### config.mk
export PLATFORM = sky130hd
export DESIGN_NAME = cfdn_ram
export DESIGN_NICKNAME = d
export VERILOG_FILES = /design/src/rtl/cfdn_ram.sv
export SDC_FILE = /design/constraint.sdc
export NUM_CORES = 2
export LEC_CHECK = 0
export ABC_AREA = 1
export ABC_CLOCK_PERIOD_IN_PS = 3950
export BUFFER_PORTS_ARGS = -buffer_cell sky130_fd_sc_hd__buf_4
export CORE_MARGIN = 2
export CORE_UTILIZATION = 40
export CTS_CLUSTER_DIAMETER = 80
export DETAILED_ROUTE_END_ITERATION = 8
export SYNTH_ARGS = -nofsm -noshare
export SYNTH_HDL_FRONTEND = slang
export SYNTH_SLANG_ARGS = --single-unit
### constraint.sdc
create_clock -name clk -period 3.95 [get_ports clk]
set_clock_uncertainty 0.1 [all_clocks]
set_input_delay 0.395 -clock clk [delete_from_list [all_inputs] [get_ports clk]]
set_output_delay 0.395 -clock clk [all_outputs]
set_load 0.01 [all_outputs]
### src/rtl/cfdn_ram.sv
// generic single write, single read ram with registered read data
// no dependencies
module cfdn_ram #(
	parameter int W = 8,
	parameter int D = 256
) (
	input  logic                 clk,
	input  logic                 we,
	input  logic [$clog2(D)-1:0] waddr,
	input  logic [W-1:0]         wdata,
	input  logic [$clog2(D)-1:0] raddr,
	output logic [W-1:0]         rdata
);
	logic [W-1:0] mem [D];

	// write port and registered read
	always_ff @(posedge clk) begin
		if (we) begin
			mem[waddr] <= wdata;
		end
		rdata <= mem[raddr];
	end
endmodule

After elaboration in Yosys (flattened, before gate mapping)

Memory sizes are Yosys's and may differ from the RTL's. A register that Yosys moved wholly into a read port is not among the register bits.
Index checks and enable logic that the tools add are counted.

Flip-flop bits (word level): 0
Bits in latches: 0
Bits in writable memories: 2048
ROM bits: 0
Input port bits: 26
Output and inout port bits: 8
Word-level logic and storage cells: 3
Memories kept: 1

Memories:

| memory | words | width | read ports | clocked after Yosys merged registers in | write ports | line | text |
|---|---|---|---|---|---|---|---|
| mem    | 256   | 8     | 1          | 1                                       | 1           | 14   | `logic [W-1:0] mem [D];` |

Add/sub/neg operators: 0
Multipliers: 0
Divide/modulo/power cells: 0
Magnitude comparators: 0
Equality and inequality tests: 0
Shift operators: 0
Muxes and demuxes: 2
Bitwise gates (word level): 0
Reductions and logical operators: 0

Operator list:

| kind             | count |
|---|---|
| 1-bit 2-to-1 mux | 2 |

Longest topological paths before layout

Depth in word-level cells: 2
Mapped depth: 15
Mapped depth without buffers: 11

Worst setup path after synthesis

No wires, ideal clock.

Kind: input-to-reg
Start point: input we
End point: memory mem[162][0], enable pin
Library setup time: 370 ps
Arrival time: 1516 ps
Required time: 3480 ps
Path slack: 1964 ps
Stages on the path: 4
Path buffers: 2
Path through: clkbuf_1 > nand3_1 > clkbuf_1 > nor2_1

Longest elaborated chain between the ends: 2

RTL lines:

| item                                   | line | text |
|---|---|---|
| start: declaration                     | 8    | `input logic we,` |
| 1-bit 2-to-1 mux                       | 18   | `if (we) begin` |
| 1-bit 2-to-1 mux (implied by the code) | 19   | `mem[waddr] <= wdata;` |
| end: declaration                       | 14   |  |

No other way between the ends.

==> impl_metrics.csv <==
group,metric,value,unit
run_status,run_status,"finished clean",
floorplan,core,207000,um2
timing,setup_viol,0,
drt,antenna_left,0,
timing,maxSlewHeadroom,11.2,%
logic_synthesis,yosys.area.top_type,"edfxtp_1",
finish,layout-drive-gt1-share,8.19,%
critical_path,startpoint_type,"input port",
critical_path,rr_endpoint,"rdata[3]",
logic_synthesis,ys.flop_type,"edfxtp_1",
floorplan,die-area,212000,um2
timing,fin_crit,2740,ps
logic_synthesis,synth.cell_area,83400,um2
floorplan,initial_core_util,40.3,%
worst_hold_path,hold_class,"in -> reg",
grt,track_usage,22.3,%
grt,grt_pass1_wl,354000,um
place,dp_cells,9610,
timing,holdWs,47.8,ps
floorplan,die_h,461,um
clock_tree,h-tree-depth,4,
drt,wire_per_inst,23.9,um
timing,drv_slew,0,
clock_tree,cts_root_buf,"clkbuf_16",
place,io_buffers,33,
drt,top_layer_used,"met5",
pwr,pwr_density_cell,489,nW/um2
pwr,intPower,0.0354,W
drt,vias,55300,
logic_synthesis,synthArstFlopShare,0,%
critical_path,cp_data_required_time,4640,ps
finish,finalNetCount,7064,
logic_synthesis,synth.most_common_cell,"nand2_1",
logic_synthesis,synth-seq-cells,2056,
worst_hold_path,min_from,"wdata[0]",
pwr,p_sw,0.0106,W
clock_tree,cts_tree,"yes",
pwr,power.clock.fraction,41.4,%
logic_synthesis,postSynthCellCount,7003,
grt,grt_pass1_vias,53100,
place,dpl.hpwl,138000,um
drt,routed_wl,239000,um
logic_synthesis,ys_types,14,
clock_tree,cts_num_sinks,2056,
worst_hold_path,holdPathStages,1,
logic_synthesis,synthTopCellsByArea,"edfxtp_1 74%, nand3_1 12%, nand2_1 9.6%, buf_2 1.6%, nor2_1 1.3%",
critical_path,path_max_fanout,137,
timing,tns,0,ps
logic_synthesis,syn_nets,7029,
job,cap_violations,0,
timing,worst_slack,1210,ps
timing,fin_crit_sh,69.4,%
pwr,p_comb_share,6.3,%
grt,grt_max_degree,171,
timing,worstMarginPinSlew,1330,ps
place,place_ws,458,ps
grt,antenna_found_initial,9,
place,place.gp.congestion,0.874,
clock_tree,clock_path_buffers,3,
clock_tree,ctsResizeCount,0,
drt,wl_met2,112000,um
logic_synthesis,synth-edff-count,2048,
critical_path,reg2reg_slack,1670,ps
grt,grt_remaining_overflow,0,
clock_tree,insertion_delay,870,ps
pwr,pwr-share-seq,52.3,%
critical_path,worst_ep_arrival_time,3430,ps
critical_path,reg2reg_from,"mem[15][3]",
logic_synthesis,avgSynthCellArea,11.9,um2
logic_synthesis,yosysWarnings,0,
pwr,switching_share,23.0,%
worst_hold_path,holdPathEnd,"mem[116][0]",
pwr,max-vdd-ir-drop,0.000395,V
pwr,p_leak,32.6,nW
floorplan,die_x,461,um
floorplan,io_pins,34,
finish,final_cells,9995,
floorplan,num_rows,167,
drt,firstDrtPassIters,6,
finish,area_growth,12.9,%
clock_tree,cts_setup_buffers,0,
critical_path,r2r_cells,10,
timing,hold_violations,0,
critical_path,crit_type,"in -> reg",
logic_synthesis,synth-seq-area-share,73.9,%
logic_synthesis,synth_top_area_share,73.7,%
drt,first_iter_violations,6687,
logic_synthesis,synth_common_cells,"2123 x nand2_1, 2048 x edfxtp_1, 2019 x nand3_1, 283 x nor2_1, 268 x buf_2",
clock_tree,numCtsBuffers,207,
drt,drc,0,
timing,rsz0062_at_grt,"no",
drt,met1_length,97900,um
drt,viasPerCell,5.53,
critical_path,end_kind,"flip-flop",
clock_tree,path_clk_slew,60,ps
timing,max_freq,0.365,GHz
drt,met3_length,19000,um
==> per-stage QoR <==
stage	power [W]	util, %	area, um2
floorplan	0.0260	-	83400
global placement	0.0274	42.3	87500
detailed placement	0.0274	42.3	87500
CTS	0.0462	45.5	94200
global route	0.0473	45.5	94200
finish	0.0460	45.5	94200
==> sequential cells by signal (all words and copies together) (netlist names) <==
| name | count |
|---|---|
| mem | 2048 |
| rdata | 8 |
==> worst max path at each step <==
| stage | from | to | slack [ps] | cells after the start |
|---|---|---|---|---|
| final | raddr[0] | rdata[3] | 1210 | 13 |
| after global routing | raddr[0] | rdata[3] | 1160 | 13 |
| after CTS | raddr[0] | rdata[0] | 1360 | 14 |
| after detailed placement | raddr[0] | rdata[0] | 460 | 14 |
| after global placement | raddr[0] | rdata[5] | 440 | 14 |
| after floorplan | we | mem[162][0] | 1960 | 4 |
==> layer usage <==
metal | up-vias | global-route usage (%)
li1 | 25000 | -
met1 | 27400 | 30.6
met2 | 2479 | 35.3
met3 | 466 | 3.61
met4 | 4 | 9.38
met5 | - | 0
==> power groups by stage <==
stage	logic, W	clock network (W)	registers (W)
after detailed placement	0.00286	0	0.0245
after CTS	0.00287	0.0193	0.0241
after floorplan	0.00148	0	0.0245
final	0.00288	0.0191	0.0241
after global routing	0.00309	0.0201	0.0241
after global placement	0.00284	0	0.0245
==> repair_timing <==
item	4_1_cts	5_1_grt
hold buffers	7	0
hold endpoints to repair	177	0
setup endpoints to repair	0	0
==> cells by family after synthesis <==
group	after synthesis	share of synthesized area, %
buffers and inverters	522	3.12
flip-flops	2056	73.9
AND/OR/NAND/NOR	4425	22.9
==> critical path, cell delays in order <==
cell	delay (ps)
buf_8	200
inv_16	500
buf_12	490
nand2_1	110
nand3_1	90
nand3_1	100
nand3_1	170
nand3_1	170
nand3_1	520
nand3_1	160
nand2_1	120
nand2_1	120
nand2_1	110
==> cells in the final DEF (no fill, tap or decap), drive strengths merged <==
| cell | instances |
|---|---|
| buf | 302 |
| bufinv | 14 |
| clkbuf | 267 |
| clkinv | 85 |
| clkinvlp | 3 |
| dfxtp | 8 |
| diode | 3 |
| dlygate4sd3 | 7 |
| edfxtp | 2048 |
| inv | 45 |
| nand2 | 2123 |
| nand3 | 2019 |
| nor2 | 283 |
==> area by class of cell <==
class                      count  area [um2]
multi-input combinational   4425       19200
clock buffer                 267        5440
fill                       18600      113000
sequential                  2056       61700
inverter                      39         180
antenna                        3        7.51
timing repair buffer         309        3100
tap                         2788        3490
clock inverter               108        1130
Note: power is estimated with default switching activity, not from simulation.
